<file path="src/hw/rtl/sprc_pkg.sv">
// ----------------------------------------------------------------------------
// sprc_pkg
// Shared sizes, operation codes and the command word passed from the front
// end to the search engine of the sorted point range counter.
// ----------------------------------------------------------------------------
package sprc_pkg;

   localparam int CAPACITY    = 1024;
   localparam int COORD_BITS  = 24;
   localparam int ADDR_BITS   = $clog2(CAPACITY);
   localparam int COUNT_BITS  = ADDR_BITS + 1;
   localparam int QUEUE_DEPTH = 4;
   localparam int QPTR_BITS   = $clog2(QUEUE_DEPTH);

   localparam logic [COUNT_BITS-1:0] COUNT_ONE  = COUNT_BITS'(1);
   localparam logic [COUNT_BITS-1:0] COUNT_FULL = COUNT_BITS'(CAPACITY);

   typedef enum logic [1:0] {
      OP_CLEAR  = 2'd0,
      OP_INSERT = 2'd1,
      OP_QUERY  = 2'd2,
      OP_NONE   = 2'd3
   } op_type;

   // one queued command; for a query key_a <= key_b already holds
   typedef struct packed {
      op_type                op;
      logic [COORD_BITS-1:0] key_a;
      logic [COORD_BITS-1:0] key_b;
   } cmd_type;

endpackage

</file>
<file path="src/hw/rtl/sprc_queue.sv">
// ----------------------------------------------------------------------------
// sprc_queue
// Short command queue between the front end and the search engine.
// ----------------------------------------------------------------------------
module sprc_queue (
   input  logic              clock,
   input  logic              reset,
   input  logic              push,
   input  sprc_pkg::cmd_type push_cmd,
   input  logic              pop,
   output sprc_pkg::cmd_type head_cmd,
   output logic              empty,
   output logic              full
);
   import sprc_pkg::*;

   cmd_type                slot_ff [QUEUE_DEPTH];
   logic [QPTR_BITS-1:0]   wr_ptr_ff, wr_ptr_in;
   logic [QPTR_BITS-1:0]   rd_ptr_ff, rd_ptr_in;
   logic [QPTR_BITS:0]     fill_ff, fill_in;
   logic                   do_push, do_pop;

   assign empty    = (fill_ff == '0);
   assign full     = (fill_ff == (QPTR_BITS+1)'(QUEUE_DEPTH));
   assign do_push  = push && !full;
   assign do_pop   = pop && !empty;
   assign head_cmd = slot_ff[rd_ptr_ff];

   always_comb begin
      wr_ptr_in = do_push ? wr_ptr_ff + QPTR_BITS'(1) : wr_ptr_ff;
      rd_ptr_in = do_pop  ? rd_ptr_ff + QPTR_BITS'(1) : rd_ptr_ff;
      fill_in   = fill_ff;
      if (do_push && !do_pop) begin
         fill_in = fill_ff + (QPTR_BITS+1)'(1);
      end else if (do_pop && !do_push) begin
         fill_in = fill_ff - (QPTR_BITS+1)'(1);
      end
   end

   always_ff @(posedge clock) begin
      if (reset) begin
         wr_ptr_ff <= '0;
         rd_ptr_ff <= '0;
         fill_ff   <= '0;
      end else begin
         wr_ptr_ff <= wr_ptr_in;
         rd_ptr_ff <= rd_ptr_in;
         fill_ff   <= fill_in;
      end
   end

   always_ff @(posedge clock) begin
      if (do_push) begin
         slot_ff[wr_ptr_ff] <= push_cmd;
      end
   end

   fill_bound_a: assert property (@(posedge clock) disable iff (reset)
      fill_ff <= (QPTR_BITS+1)'(QUEUE_DEPTH))
      else $error("queue fill beyond depth");

   pop_moves_a: assert property (@(posedge clock) disable iff (reset)
      (pop && !empty) |=> (rd_ptr_ff == $past(rd_ptr_ff) + QPTR_BITS'(1)))
      else $error("read pointer did not advance on pop");

   push_full_a: assert property (@(posedge clock) disable iff (reset)
      (push && full && !pop) |=> (fill_ff == $past(fill_ff)))
      else $error("push into full queue changed fill");

endmodule

</file>
<file path="config.mk">
export PLATFORM = sky130hd
export DESIGN_NAME = sprc_queue
export DESIGN_NICKNAME = d
export VERILOG_FILES = /design/src/hw/rtl/sprc_pkg.sv /design/src/hw/rtl/sprc_queue.sv
export SDC_FILE = /design/constraint.sdc
export NUM_CORES = 1
export LEC_CHECK = 0
export ABC_AREA = 0
export BUFFER_PORTS_ARGS = -buffer_cell sky130_fd_sc_hd__buf_2
export CORE_UTILIZATION = 47
export CTS_BUF_LIST = sky130_fd_sc_hd__clkbuf_2 sky130_fd_sc_hd__clkbuf_4 sky130_fd_sc_hd__clkbuf_8
export CTS_CLUSTER_DIAMETER = 150
export CTS_CLUSTER_SIZE = 10
export DETAILED_ROUTE_END_ITERATION = 10
export HOLD_SLACK_MARGIN = 0.15
export PLACE_DENSITY = 0.67
export SYNTH_ARGS = -nofsm -noshare
export SYNTH_HDL_FRONTEND = slang
export SYNTH_SLANG_ARGS = --single-unit
</file>
<file path="constraint.sdc">
create_clock -name clock -period 7.6 [get_ports clock]
set_input_delay 0.76 -clock clock [delete_from_list [all_inputs] [get_ports clock]]
set_output_delay 0.76 -clock clock [all_outputs]
set_load 0.005 [all_outputs]
</file>
==> results.toml <==
[status]
status = "complete, no violations"

[timing]
fin_crit_sh = 0.410
setup_viol = 0
finalClockSkew_ns = 0.0159
max_clock_freq_ghz = 0.321
final.min_clock_period_ns = 3.11
slew_headroom = 0.314
hold_viol = 0
fin_setup_tns_ns = 0
holdWs_ns = 0.459
drv_slew = 0
worstMarginPinSlew_ns = 1.03
rsz0062_at_grt = "no"

[global_routing]
grt_usage = 0.162
grt_pass1_vias = 3721
grt_antenna_before_repair = 1
overflow = 0
grt_first_pass_wirelength_um = 20100
grt_max_degree = 51

[placed_design]
io_buffer_count = 105
hpwl_um = 7500
gp_congestion = 0.674

[cells_and_area]
final_common_cell = "edfxtp_1"
mostFrequentLayoutCells = "edfxtp_1 (200), buf_2 (105), mux4_2 (50), clkbuf_8 (25), clkbuf_4 (9)"
drive_gt1_frac = 0.458
fin_nets = 493
syn2layout_area_growth_pct = 14.4
fillers = 1272
antennaDiodeCount = 0
finish.utilization = 0.553

[critical_path]
slowest_stage = "dfxtp_4"
worstSetupPathType = "flop to output pin"
crit_chain = "mux4_2 > buf_2"
cp_max_fo = 50
end_kind = "output pin"
worst-path-buf-inv = 1
cpLargestDelayFamily = "flip-flops"
cp.required_ns = 6.84
critical_path_arrival_ns = 2.35
r2r_cells = 8
path_depth = 2
r2r_slack_ns = 5.39
cpPeakStageDelay_ns = 1.04
cp-start-kind = "flop"

[clocking]
htreeDepth = 1
cts.clk_slew.worst_paths_ns = 0.07
cts_hold_buf = 0
clock_latency_ns = 0.51
cts_tree = "built"
cts_buffers = 24
ctsRootBufferMaster = "clkbuf_8"
cts.repair.resized = 0
post_cts_buffers = 0
cts_buffer_depth = 3
cts_sinks = 209

[job]
maxCapViolCount = 0

[floorplan]
die_h_um = 130
initial_utilization = 0.484
io_pins = 106
core_area_um2 = 16000
fp.dieArea_um2 = 17000
rows = 46
die_x_um = 130

[power]
ir_drop_mv = 0.168
power.density_nw_per_um2 = 308
p_leak_nw = 2.97
total_power_w = 0.00273

[yosys]
synth_top_area_share = 0.776
yosys_warnings = 0
synth_cells = 310
synth_top_cell_by_area = "edfxtp_1"
yosysSeqAreaShare = 0.799
avgSynthCellArea_um2 = 25.0
synth_seq_cells = 209
syn_nets = 370
synth_cell_type_count = 23
syn_area_um2 = 7740
synth_area_leaders = "edfxtp_1 (78%), mux4_2 (15%), dfxtp_1 (2.3%), buf_12 (1.3%), ha_1 (0.81%)"

[detailed_routing]
drt_iter0_drc = 227
wirelength_um = 13200
num_vias = 3430
dr.pass1.iters = 4
wl_per_cell_um = 20.1
viasPerCell = 5.22
antenna_left = 0
drc = 0

[min_path]
holdPathStages = 1
hold_path_class = "input port to flop"
flip-flops by register name, summed over array words and instances (netlist names), named ones only:
name / flops
wr_ptr_ff: 2
rd_ptr_ff: 2
slot_ff: 200
fill_ff: 3
worst reg2reg max path: stages, from the launching register on:
cell	delay [ns]
dfxtp_1	0.48
nor3b_2	0.10
nor2_1	0.29
ha_1	0.25
inv_1	0.06
fa_1	0.37
xor2_1	0.15
or3_1	0.31
a21oi_1	0.14
routing by layer:
| metal | wire [µm] | track usage | vias up | share of wire |
|---|---|---|---|---|
| met2 | 6520 | 0.268 | 99 | 0.49 |
| met1 | 5560 | 0.209 | 1770 | 0.42 |
| met4 | 195 | 0.0417 | 2 | 0.015 |
| met3 | 919 | 0.0492 | 21 | 0.070 |
| li1 | - | - | 1538 | - |
| met5 | 17 | 0 | - | 0.0013 |
worst paths after layout:
check                             from                         to
max                               flop                head_cmd[4]
min                       push_cmd[14]   slot_ff[2][14]$_DFFE_PP_
max reg2reg    fill_ff[0]$_SDFFE_PP0P_    fill_ff[2]$_SDFFE_PP0P_
min reg2reg  wr_ptr_ff[1]$_SDFFE_PP0P_  wr_ptr_ff[1]$_SDFFE_PP0P_
per-stage QoR:
| step | cells | instance area, µm² | setup WS (ns) |
|---|---|---|---|
| 4_1_cts | 657 | 8850 | 4.36 |
| 5_1_grt | 657 | 8850 | 4.27 |
| 2_1_floorplan | 310 | 7740 | 4.90 |
| 3_5_place_dp | 623 | 8440 | 4.93 |
| 3_3_place_gp | 623 | 8440 | 4.93 |
| 6_report | 657 | 8850 | 4.49 |
synthesized netlist by cell type:
| cell type | count |
|---|---|
| nor3b_2 | 1 |
| dfxtp_1 | 9 |
| fa_1 | 1 |
| ha_1 | 5 |
| a21oi_1 | 2 |
| o31ai_2 | 1 |
| edfxtp_1 | 200 |
| nor3_1 | 1 |
| and2_1 | 4 |
| nand2b_1 | 2 |
| nor2_1 | 6 |
| xor2_1 | 4 |
| clkbuf_1 | 1 |
| o21ai_0 | 2 |
| or3_1 | 2 |
| buf_2 | 5 |
| mux4_2 | 50 |
| o311ai_0 | 1 |
| inv_1 | 4 |
| buf_12 | 5 |
| buf_1 | 1 |
| mux2i_1 | 2 |
| buf_6 | 1 |
power breakdown:
part / total, W / internal [W] / switching, W
logic: 0.000536 / 0.000318 / 0.000218
registers: 0.00150 / 0.00139 / 0.000112
clock network: 0.000692 / 0.000342 / 0.000350
area by class of cell:
| cell class | count | area, µm² | area share |
|---|---|---|---|
| repair buffers | 110 | 563 | 0.0636 |
| multi-input cells | 84 | 1400 | 0.158 |
| well taps | 216 | 270 | 0.0305 |
| inverters | 4 | 15.0 | 0.00170 |
| clock buffers | 34 | 412 | 0.0465 |
| flip-flops and latches | 209 | 6190 | 0.699 |
kinds of logic (layout without fill, tap and decap cells):
| logic type | count (synthesis) | in the layout | synth area share |
|---|---|---|---|
| simple gates | 16 | 16 | 0.0116 |
| flops | 209 | 209 | 0.799 |
| fa+ha+maj | 6 | 6 | 0.0107 |
| compound gates | 6 | 6 | 0.00533 |
| mux | 52 | 52 | 0.148 |
| buf+inv | 17 | 148 | 0.0205 |
| xor+xnor | 4 | 4 | 0.00453 |
No activity file was read; power rests on OpenSTA's default activity.
