<file path="src/hw/rtl/sprc_pkg.sv">
// ----------------------------------------------------------------------------
// sprc_pkg
// Shared sizes, operation codes and the command word passed from the front
// end to the search engine of the sorted point range counter.
// ----------------------------------------------------------------------------
package sprc_pkg;

   localparam int CAPACITY    = 1024;
   localparam int COORD_BITS  = 24;
   localparam int ADDR_BITS   = $clog2(CAPACITY);
   localparam int COUNT_BITS  = ADDR_BITS + 1;
   localparam int QUEUE_DEPTH = 4;
   localparam int QPTR_BITS   = $clog2(QUEUE_DEPTH);

   localparam logic [COUNT_BITS-1:0] COUNT_ONE  = COUNT_BITS'(1);
   localparam logic [COUNT_BITS-1:0] COUNT_FULL = COUNT_BITS'(CAPACITY);

   typedef enum logic [1:0] {
      OP_CLEAR  = 2'd0,
      OP_INSERT = 2'd1,
      OP_QUERY  = 2'd2,
      OP_NONE   = 2'd3
   } op_type;

   // one queued command; for a query key_a <= key_b already holds
   typedef struct packed {
      op_type                op;
      logic [COORD_BITS-1:0] key_a;
      logic [COORD_BITS-1:0] key_b;
   } cmd_type;

endpackage

</file>
<file path="src/hw/rtl/sprc_front.sv">
// ----------------------------------------------------------------------------
// sprc_front
// Decodes the incoming request word and orders the query bounds so that the
// search engine always sees the smaller bound first.
// ----------------------------------------------------------------------------
module sprc_front (
   input  logic [1:0]                    req_operation,
   input  logic [sprc_pkg::COORD_BITS-1:0] req_low_bound,
   input  logic [sprc_pkg::COORD_BITS-1:0] req_high_bound,
   output sprc_pkg::cmd_type             cmd
);
   import sprc_pkg::*;

   op_type op;

   assign op = op_type'(req_operation);

   always_comb begin
      cmd.op    = op;
      cmd.key_a = req_low_bound;
      cmd.key_b = req_high_bound;
      unique case (op)
         OP_QUERY: begin
            // reversed bounds are swapped
            if (req_low_bound > req_high_bound) begin
               cmd.key_a = req_high_bound;
               cmd.key_b = req_low_bound;
            end
         end
         OP_INSERT: begin
            cmd.key_b = req_low_bound;
         end
         OP_CLEAR, OP_NONE: begin
            cmd.key_a = '0;
            cmd.key_b = '0;
         end
         default: begin
            cmd.op = OP_NONE;
         end
      endcase
   end

endmodule

</file>
<file path="config.mk">
export PLATFORM = sky130hd
export DESIGN_NAME = sprc_front
export DESIGN_NICKNAME = d
export VERILOG_FILES = /design/src/hw/rtl/sprc_pkg.sv /design/src/hw/rtl/sprc_front.sv
export SDC_FILE = /design/constraint.sdc
export NUM_CORES = 1
export LEC_CHECK = 0
export BUFFER_PORTS_ARGS = -buffer_cell sky130_fd_sc_hd__buf_4
export CAP_MARGIN = 5
export CELL_PAD_IN_SITES_DETAIL_PLACEMENT = 1
export CELL_PAD_IN_SITES_GLOBAL_PLACEMENT = 1
export CORE_ASPECT_RATIO = 1.5
export CORE_MARGIN = 2
export CORE_UTILIZATION = 30
export DETAILED_ROUTE_END_ITERATION = 16
export MAX_ROUTING_LAYER = met4
export PLACE_DENSITY_LB_ADDON = 0.1
export SYNTH_ARGS = -nofsm -noshare
export SYNTH_HDL_FRONTEND = slang
export SYNTH_SLANG_ARGS = --single-unit
export TNS_END_PERCENT = 5
</file>
<file path="constraint.sdc">
create_clock -name vclk -period 2.2
set_clock_uncertainty 0.1 [all_clocks]
set_input_delay 0.11 -clock vclk [all_inputs]
set_output_delay 0.11 -clock vclk [all_outputs]
set_load 0.02 [all_outputs]
</file>
==> results of run 1 <==
layout make-up:
cell class / count / area, um^2 / share of cell area
Inverter: 24 / 90.1 / 0.0304
Multi-Input combinational cell: 281 / 1760 / 0.595
Tap cell: 74 / 92.6 / 0.0313
Timing Repair Buffer: 131 / 1020 / 0.343
stage by stage:
step,std cells,area (um^2)
final,510,2960
after CTS,508,2930
after detailed placement,507,2810
after global routing,510,2960
after floorplan,335,1860
after global placement,507,2810
power groups by stage:
stage,Sequential [uW],Combinational (uW),Clock [uW]
finish,0,736,0
global route,0,801,0
CTS,0,736,0
detailed placement,0,710,0
global placement,0,701,0
floorplan,0,384,0
kinds of logic after synthesis:
logic type,synth area share
buffers and inverters,0.131
AND/OR/NAND/NOR,0.315
AO/OA/AOI/OAI,0.392
adder cells (fa/ha/maj),0.162
repair_timing:
| item | 4_1_cts | 5_1_grt |
|---|---|---|
| setup endpoints to repair | 48 | 48 |
| buffers inserted | 1 | 2 |
| resized for setup | 17 | 3 |
| pin swaps | 4 | 1 |
final timing paths:
kind	slack, ns	cells past startpoint	start	to
worst max-delay path	-0.01	9	req_low_bound[14]	cmd[30]
worst min-delay path	0.35	2	req_operation[1]	cmd[49]
placed cells by master, fill, tap and decap left out, types with 2 or more instances in the layout:
| master | instances |
|---|---|
| sky130_fd_sc_hd__ha_1 | 16 |
| sky130_fd_sc_hd__nand2_1 | 76 |
| sky130_fd_sc_hd__inv_2 | 6 |
| sky130_fd_sc_hd__nand4_1 | 5 |
| sky130_fd_sc_hd__a21oi_1 | 9 |
| sky130_fd_sc_hd__buf_6 | 2 |
| sky130_fd_sc_hd__nand3_1 | 2 |
| sky130_fd_sc_hd__o211ai_1 | 49 |
| sky130_fd_sc_hd__o21ai_1 | 3 |
| sky130_fd_sc_hd__buf_12 | 2 |
| sky130_fd_sc_hd__inv_1 | 18 |
| sky130_fd_sc_hd__nor2_1 | 52 |
| sky130_fd_sc_hd__ha_4 | 8 |
| sky130_fd_sc_hd__buf_4 | 127 |
| sky130_fd_sc_hd__o21ai_0 | 47 |
metal layers:
layer,global-route usage,up-vias
li1,-,1379
met5,-,-
met1,0.261,1316
met4,0.0446,0
met2,0.419,58
met3,0.00112,14
==> results.txt, run 1 <==
The run finished, with violations left. The checks that failed: negative setup slack. The worst path arrival time came out at around 2.0 ns. The routed metal-1 wirelength is between 3000 and 4000 um.

The relative contribution of combinational cells to total power came out at 1.000. The setup slack after placement came out at -0.187 ns. The length of routed met3 wiring is about 180 um. The total of hold buffers inserted after clock tree synthesis came out at 0. The slew at the pin with the worst max-slew slack is 0.315 ns. The total power density per cell area came out at approximately 250 nW/um^2. The total count of hold-check failures in the final report is 0. By count the netlist is led by sky130_fd_sc_hd__nand2_1, sky130_fd_sc_hd__nor2_1, sky130_fd_sc_hd__o211ai_1. The final setup violation count is 8. The distinct cell type count of the synthesized netlist is 25. The max-cap violation count is 0. The number of iterations in the first detailed-routing pass came out at 4. The required time at the endpoint of the critical path came out at 1.99 ns. The completed layout was analyzed and its total power is 736 uW.

The critical path in this run is classified as primary input to output port. The relative max-transition margin came out at 0.790. The fraction of layout instances using a drive strength above 1 came out at 0.356.

Setup repair after global routing could not meet its margin everywhere. The cell that appears most often on the critical path is sky130_fd_sc_hd__buf_4. A synthesized cell averages 5.55 um^2. The total I/O pin count is 100. The number of buffers and inverters on the critical path is 3. The floorplan die height came out at 100 um. The maximum fanout along the worst path came out at 28. The count of nets left with antenna violations after detail routing is 0.

The path class of the tightest hold or removal check is primary input to output port. For the finished layout, the period the worst path requires is 2.21 ns. The number of warnings reported in the yosys synthesis log came out at 0. The final core utilization came out at 0.487. Of the total power, the clock network draws 0. Synthesis produced 335 cells. The critical path goes through buf_4 > ha_1 > nand4_1 > nor4_4 > o31a_2 > a2bb2oi_4 > buf_12 > o211ai_1 > buf_4.

The total wirelength of the detailed-routed design is between 7000 and 8000 um. The die covers 6850 um^2. The sequential cell area came out at 0 um^2. The total overflow left after global routing is 0. For this configuration, the core starts out at a cell density of 0.305. The detailed router used layers up to and including met4.

The slowest stage of the critical path is the sky130_fd_sc_hd__nor4_4 cell. Summing over every cut layer, the via total after detailed routing is between 2k and 3k. STA classifies the critical path endpoint as an output port. The fmax came out at 0.451 GHz. The layout overhead on the synthesized area came out at 59.4%. The number of max-slew violations in the final report came out at 0.

The mapped cell area is 1860 um^2. Of the total power, registers draw 0. The cell family contributing the most delay on the critical path is compound AO/OA/AOI/OAI gates. The largest net degree at the start of global routing came out at between 40 and 50.

The number of rows created at floorplan is 35. The share of the clock period used by the worst path after layout is 1.01. The DRC violation count after routing is 0. Of the total power, the share spent switching nets is 0.555. sky130_fd_sc_hd__o211ai_1 takes more of the synthesized area than any other cell.

The internal power consumption came out at 328 uW. The worst-case hold slack came out at 0.348 ns. The overall routing resource usage came out at 0.224. Detailed placement ended at an HPWL of 5910 um. The routability congestion estimate from global placement is slightly above 0.8. After layout, the worst setup slack is -0.0149 ns.

The share of the Yosys chip area taken by registers is 0. The via count of the first global-routing pass was approximately 2.7k. The initial antenna violation count is 0.

In this run the horizontal extent of the chip is 68.3 um. When the netlist entered floorplanning its net count stood at about 410. The analysis attributes to net switching a power of 408 uW. By area the synthesized netlist is led by sky130_fd_sc_hd__o211ai_1, sky130_fd_sc_hd__ha_1, sky130_fd_sc_hd__nand2_1. The violation count after the first detailed-route iteration is 93.

The final net count is 512. The area of the core is 6090 um^2. In the final routed layout, each cell accounts on average for 14.8 um. The proportion of netlist area held by the largest area contributor came out at 0.198.

The quantity of I/O buffers inserted on ports came out at 100. The average via count per standard cell came out at 5.43. The delay of the slowest cell on the worst path is approximately 0.3 ns. In the detailed route, the total length drawn on met2 is 4020 um. The antenna diode count came out at 0. The wire length of the first global-routing pass came out at 12,200 um. VDD sags by at most 0.109 mV. The number of flip-flops and latches is 0. sky130_fd_sc_hd__nand2_1 is the most common cell in the netlist. After routing, the total negative slack on setup checks comes to -0.0603 ns. The total of fill cells in the finished design came out at 844. In the finished layout, the clock tree contains a buffer count of 0. The category of the worst setup path launch point is a primary input. The leakage power is 0.00144 uW.
No activity file was read; power rests on OpenSTA's default activity.
==> run 2: changes to the inputs <==
- CORE_ASPECT_RATIO: 1.5 -> default
==> results.txt, run 2 (synthesis results as in run 1) <==
The critical path goes through buf_4 > ha_1 > nand4_1 > nor2_2 > a21oi_2 > o211ai_4 > a2bb2oi_4 > buf_12 > buf_12 > o211ai_1 > buf_4. The checks that failed: negative setup slack. The share of power burned in the clock network came out at 0 (unchanged).

The full die area is 6840 um^2 (-0.18%). The vias after detailed routing came out at 2,916 (+5.4%). The width of the die came to 82.7 um (+21%).

The average via count per standard cell is 5.61 (+3.4%). The area of combinational cells with multiple inputs is 1890 um^2 (+7.3%). The overall power after layout is 873 uW (+19%). The fmax came out at 0.418 GHz (-7.5%).

In the layout the commonest cells are sky130_fd_sc_hd__buf_4, sky130_fd_sc_hd__nand2_1, sky130_fd_sc_hd__o211ai_1, sky130_fd_sc_hd__nor2_1, sky130_fd_sc_hd__o21ai_0. The worst-case hold slack was 0.345 ns (-0.00308 ns). The sequential cell area is 0 um^2 (unchanged). The share of the clock period used by the worst path after layout is 1.09 (+0.0819). The final core utilization came out at 0.569 (+0.0824). The relative max-transition margin came out at 0.787 (-0.00305). The DRC violation count after routing was 0 (unchanged). The setup slack after placement is -0.206 ns (-0.0190 ns). The leakage power came out at 0.00156 uW (+8.4%). The total power density per cell area is 258 nW/um^2 (+3.6%). The delay of the slowest cell on the worst path is 0.31 ns (about the same). The count of non-filler cells in the finished layout came out at 520 (+2.0%). The total I/O pin count came out at 100 (unchanged). The residual overflow from global routing came out at 0 (unchanged). The internal power consumption came out at 409 uW (+25%). The post-DP HPWL is 5950 um (+0.66%). The wire length of the first global-routing pass came out at 13,100 um (+7.3%). The number of flip-flops and latches is 0 (unchanged). The switching power summed over all nets came out at 464 uW (+14%).

The largest net degree at the start of global routing was 49 (unchanged). The routed wirelength normalized by instance count came to 18.2 um (+23%). The count of nets left with antenna violations after detail routing came to 0 (unchanged).

The layout clock buffer count is 0 (unchanged). The total wirelength of the detailed-routed design is 9470 um (+25%). STA classifies the critical path startpoint as a primary input. The via count of the first global-routing pass came out at 2,814 (+5.3%).

The worst path arrival time is 2.19 ns (+0.19 ns). The library cell used most frequently in the layout, excluding fill and tap cells, is sky130_fd_sc_hd__buf_4. The flow ran to the end, but the final reports show violations. The effective utilization at floorplan is 0.312 (+0.00673). The minimum clock period came out at 2.40 ns (+0.180 ns).

In this run the worst hold path is classified as primary input to output port. The maximum fanout along the worst path came to 14 (-50%). STA classifies the critical path endpoint as an output port. The quantity of I/O buffers inserted on ports was 100 (unchanged). The relative contribution of combinational cells to total power is 1.000 (about the same).

The total of hold buffers inserted after clock tree synthesis is 0 (unchanged). The floorplan die height came out at 82.7 um (-18%). The portion of total power attributed to sequential cells is 0 (unchanged). The overall routing resource usage came to 0.244 (+0.0195). The total count of hold-check failures in the final report is 0 (unchanged). The launching element of the worst setup path is req_low_bound[16]. The final net count is 521 (+1.8%). The max-cap violation count came to 0 (unchanged). The slowest cell on the critical path is sky130_fd_sc_hd__ha_1. The routability congestion estimate from global placement came to 0.829 (+0.48%). The antenna diode count is 0 (unchanged). The final setup violation count came to 42 (+34). The highest ir drop seen on vdd came out at 0.128 mV (+18%). The initial antenna violation count was 0 (unchanged). The classification of the worst setup path is primary input to output port. The violation count after the first detailed-route iteration came out at 121 (+30%). The fraction of layout instances using a drive strength above 1 came to 0.409 (+0.0535). The layout overhead on the synthesized area is 82.4%. Following the worst setup path forward leads to its endpoint at cmd[29]. The number of max-slew violations in the final report is 0 (unchanged). The required time at the endpoint of the critical path is 1.99 ns (about the same). The number of rows created at floorplan came out at 28 (-20%).

Setup repair after global routing could not meet its margin everywhere. The number of iterations in the first detailed-routing pass came out at 4 (unchanged). The number of placed cells counting well taps is 504 (-0.59%). The slew at the pin with the worst max-slew slack came to 0.316 ns (+0.00123 ns).

The total of fill cells in the finished design is 799 (-5.3%). The final worst-path setup slack was -0.195 ns (-0.180 ns). The area of the core came to 5960 um^2 (-2.2%). The proportion of total power due to net switching is 0.532 (-0.0228).
==> run 2: changes by cell type in the layout (fill, tap and decap cells not counted), sizes merged <==
cell / previous run / this run
clkbuf: 0 / 3
buf: 131 / 137
==> run 2: stage by stage <==
stage / TNS [ns] / instance area [um^2]
floorplan: 0 / 1860
global placement: -3.45 / 2820
detailed placement: -7.46 / 2820
CTS: -3.12 / 3020
global route: -9.71 / 3390
finish: -5.54 / 3390
==> run 2: worst max-delay path: cells and delay by family <==
kind            cells  cell delay (ns)
simple gates        2             0.34
buf+inv             4             0.60
fa+ha+maj           1             0.31
compound gates      4             0.83
==> run 2: final cells by class <==
| cell class | count | area share |
|---|---|---|
| timing repair buffer | 140 | 0.384 |
| multi-input combinational | 281 | 0.558 |
| tap | 75 | 0.0277 |
| inverter | 24 | 0.0303 |
==> run 2: worst min path at each step <==
stage                                start       to  slack (ns)  cells past startpoint
after detailed placement  req_operation[1]  cmd[49]        0.35                      2
after global routing      req_operation[1]  cmd[49]        0.36                      2
after CTS                 req_operation[1]  cmd[49]        0.35                      2
after global placement    req_operation[1]  cmd[49]        0.35                      2
after floorplan           req_operation[0]  cmd[48]        0.23                      1
final                     req_operation[1]  cmd[49]        0.35                      2
==> run 2: power by group through the flow <==
stage               clock network, uW  registers, uW  logic (uW)
finish                              0              0         873
global route                        0              0         936
CTS                                 0              0         789
detailed placement                  0              0         709
global placement                    0              0         694
floorplan                           0              0         384
==> run 2: timing repair <==
action | 4_1_cts | 5_1_grt
pin swaps | 42 | 21
endpoints found under the setup margin | 48 | 48
gates resized for setup | 20 | 61
gates cloned | 2 | 3
setup buffers | 5 | 7
==> run 2: layer usage <==
metal	up-vias	share of wire	wire length (um)	global-route usage
met5	-	0	0	-
met4	0	0.018	174	0.0213
met3	16	0.048	451	0.00543
met2	102	0.51	4830	0.451
met1	1399	0.42	4010	0.307
li1	1399	-	-	-
==> run 3: changes to the inputs <==
==> constraint.sdc (replaced) <==
create_clock -name vclk -period 2.2
set_clock_uncertainty 0.1 [all_clocks]
set_input_delay 0.11 -clock vclk [all_inputs]
set_output_delay 0.11 -clock vclk [all_outputs]
set_load 0.005 [all_outputs]
==> results.txt, run 3 (synthesis results as in run 1) <==
The post-DP HPWL came out at 5750 um (-3.3%). The wire length of the first global-routing pass is 12,400 um (-5.7%). The setup slack after placement is -0.172 ns (+0.0344 ns). The full die area is 6840 um^2 (unchanged). The library cell used most frequently in the layout, excluding fill and tap cells, is sky130_fd_sc_hd__buf_4.

The DRC violation count after routing is 0 (unchanged). The total I/O pin count came to 100 (unchanged). The overall routing resource usage is 0.227 (-0.0162). The highest ir drop seen on vdd is 0.111 mV (-14%).

The violation count after the first detailed-route iteration came to 51 (-58%). The total of fill cells in the finished design is 823 (+3.0%). The routed wirelength normalized by instance count is 16.1 um (-11%).

The area of combinational cells with multiple inputs is 1860 um^2 (-1.7%). The vias after detailed routing is 2,723 (-6.6%). The number of iterations in the first detailed-routing pass came out at 4 (unchanged).

The slew at the pin with the worst max-slew slack is 0.309 ns (-0.00699 ns). The total power density per cell area came out at 226 nW/um^2 (-12%). The sequential cell area is 0 um^2 (unchanged). The residual overflow from global routing came out at 0 (unchanged). The antenna diode count was 0 (unchanged). The leakage power came out at 0.00150 uW (-3.9%). The layout clock buffer count came to 0 (unchanged). The relative max-transition margin is 0.794 (+0.00689).

In this run the most critical hold path is launched from req_operation[1]. The worst setup path is captured at an output port. The share of the clock period used by the worst path after layout is 1.03 (-0.0572). In this run the worst setup path begins at req_high_bound[11]. The initial antenna violation count came out at 0 (unchanged).

The count of non-filler cells in the finished layout came to 512 (-1.5%). The floorplan die height came out at 82.7 um (unchanged). The top cell types in the final layout, fill and taps aside, are sky130_fd_sc_hd__buf_4, sky130_fd_sc_hd__nand2_1, sky130_fd_sc_hd__nor2_1, sky130_fd_sc_hd__o211ai_1, sky130_fd_sc_hd__o21ai_0. The count of nets left with antenna violations after detail routing came to 0 (unchanged). The worst path arrival time came out at 2.06 ns (-0.13 ns). The total count of hold-check failures in the final report came out at 0 (unchanged). The path class of the tightest hold or removal check is primary input to output port. The final setup violation count is 41 (-2.4%).

The minimum clock period is 2.27 ns (-0.126 ns). The via count of the first global-routing pass came to 2,659 (-5.5%). The number of placed cells counting well taps was 503 (-0.20%). The total wirelength of the detailed-routed design came out at 8250 um (-13%). The final reports fail on negative setup slack. The layout overhead on the synthesized area came out at 73.9%. The final net count came to 513 (-1.5%). The quantity of I/O buffers inserted on ports came to 100 (unchanged).

The area of the core was 5960 um^2 (unchanged). The final worst-path setup slack came out at -0.0692 ns (+0.126 ns). The largest net degree at the start of global routing was 49 (unchanged). The average via count per standard cell is 5.32 (-5.2%). The classification of the worst setup path is primary input to output port.

The number of rows created at floorplan is 28 (unchanged). The fmax is 0.441 GHz (+5.5%). The run finished, with violations left. Setup repair after global routing could not meet its margin everywhere. The fraction of layout instances using a drive strength above 1 was 0.389 (-0.0200). The worst setup path is launched from a primary input.

The number of max-slew violations in the final report was 0 (unchanged). The required time at the endpoint of the critical path came to 1.99 ns (about the same). The effective utilization at floorplan was 0.312 (unchanged). The width of the die came out at 82.7 um (unchanged). The max-cap violation count was 0 (unchanged). The maximum fanout along the worst path came out at 6 (-8). The final setup TNS came out at -1.46 ns (+4.08 ns). The worst-case hold slack is 0.312 ns (-0.0329 ns). The number of flip-flops and latches is 0 (unchanged).

The routability congestion estimate from global placement was 0.850 (+2.5%).
## run 3: cell count changes in the layout (fill, tap and decap cells not counted), moves of 4 or more
cell                      previous run  this run
sky130_fd_sc_hd__nor2_2              6         0
sky130_fd_sc_hd__inv_2               1        10
sky130_fd_sc_hd__buf_4             115       105
sky130_fd_sc_hd__buf_6               7        17
sky130_fd_sc_hd__o21ai_0            38        48
sky130_fd_sc_hd__o21ai_1            10         2
sky130_fd_sc_hd__inv_1              18        12
sky130_fd_sc_hd__nor2_1             44        52
sky130_fd_sc_hd__inv_4               5         1
## run 3: area by class of cell
type | instances | share of cell area
timing repair buffer | 132 | 0.365
tap | 75 | 0.0290
multi-input combinational | 281 | 0.576
inverter | 24 | 0.0302
## run 3: report_power, final
group	total (uW)	switching [uW]	internal, uW
registers	0	0	0
clock network	0	0	0
logic	731	341	390
## run 3: timing repair
item,CTS,global route
gates cloned,0,3
setup endpoints to repair,48,48
endpoints found under the hold margin,0,0
setup buffers,2,4
pin swaps,4,35
resized for setup,39,16
hold buffers,0,0
## run 3: metal layers
layer / wire, um / GRT usage
met1: 3750 / 0.295
met2: 4200 / 0.411
met3: 270 / 0.00543
met4: 26 / 0.0164
met5: 0 / -
## run 3: worst paths after layout
kind,endpoint,depth (start not counted),slack [ns]
hold / removal,cmd[49],2,0.31
setup / recovery,cmd[19],11,-0.07
## run 3: worst max-delay path, cell delays in order
cell                        delay, ns
sky130_fd_sc_hd__buf_8           0.08
sky130_fd_sc_hd__inv_6           0.03
sky130_fd_sc_hd__ha_4            0.25
sky130_fd_sc_hd__nand4_1         0.21
sky130_fd_sc_hd__nor4_4          0.38
sky130_fd_sc_hd__o31a_2          0.25
sky130_fd_sc_hd__a2bb2oi_4       0.20
sky130_fd_sc_hd__buf_12          0.15
sky130_fd_sc_hd__clkbuf_16       0.14
sky130_fd_sc_hd__o211ai_1        0.09
sky130_fd_sc_hd__buf_4           0.15
## run 3: metrics by stage
| step | power, uW | util | cell area, um^2 |
|---|---|---|---|
| 2_1_floorplan | 287 | - | 1860 |
| 5_1_grt | 801 | 0.542 | 3230 |
| 3_5_place_dp | 603 | 0.473 | 2820 |
| 6_report | 731 | 0.542 | 3230 |
| 3_3_place_gp | 592 | 0.473 | 2820 |
| 4_1_cts | 647 | 0.509 | 3030 |
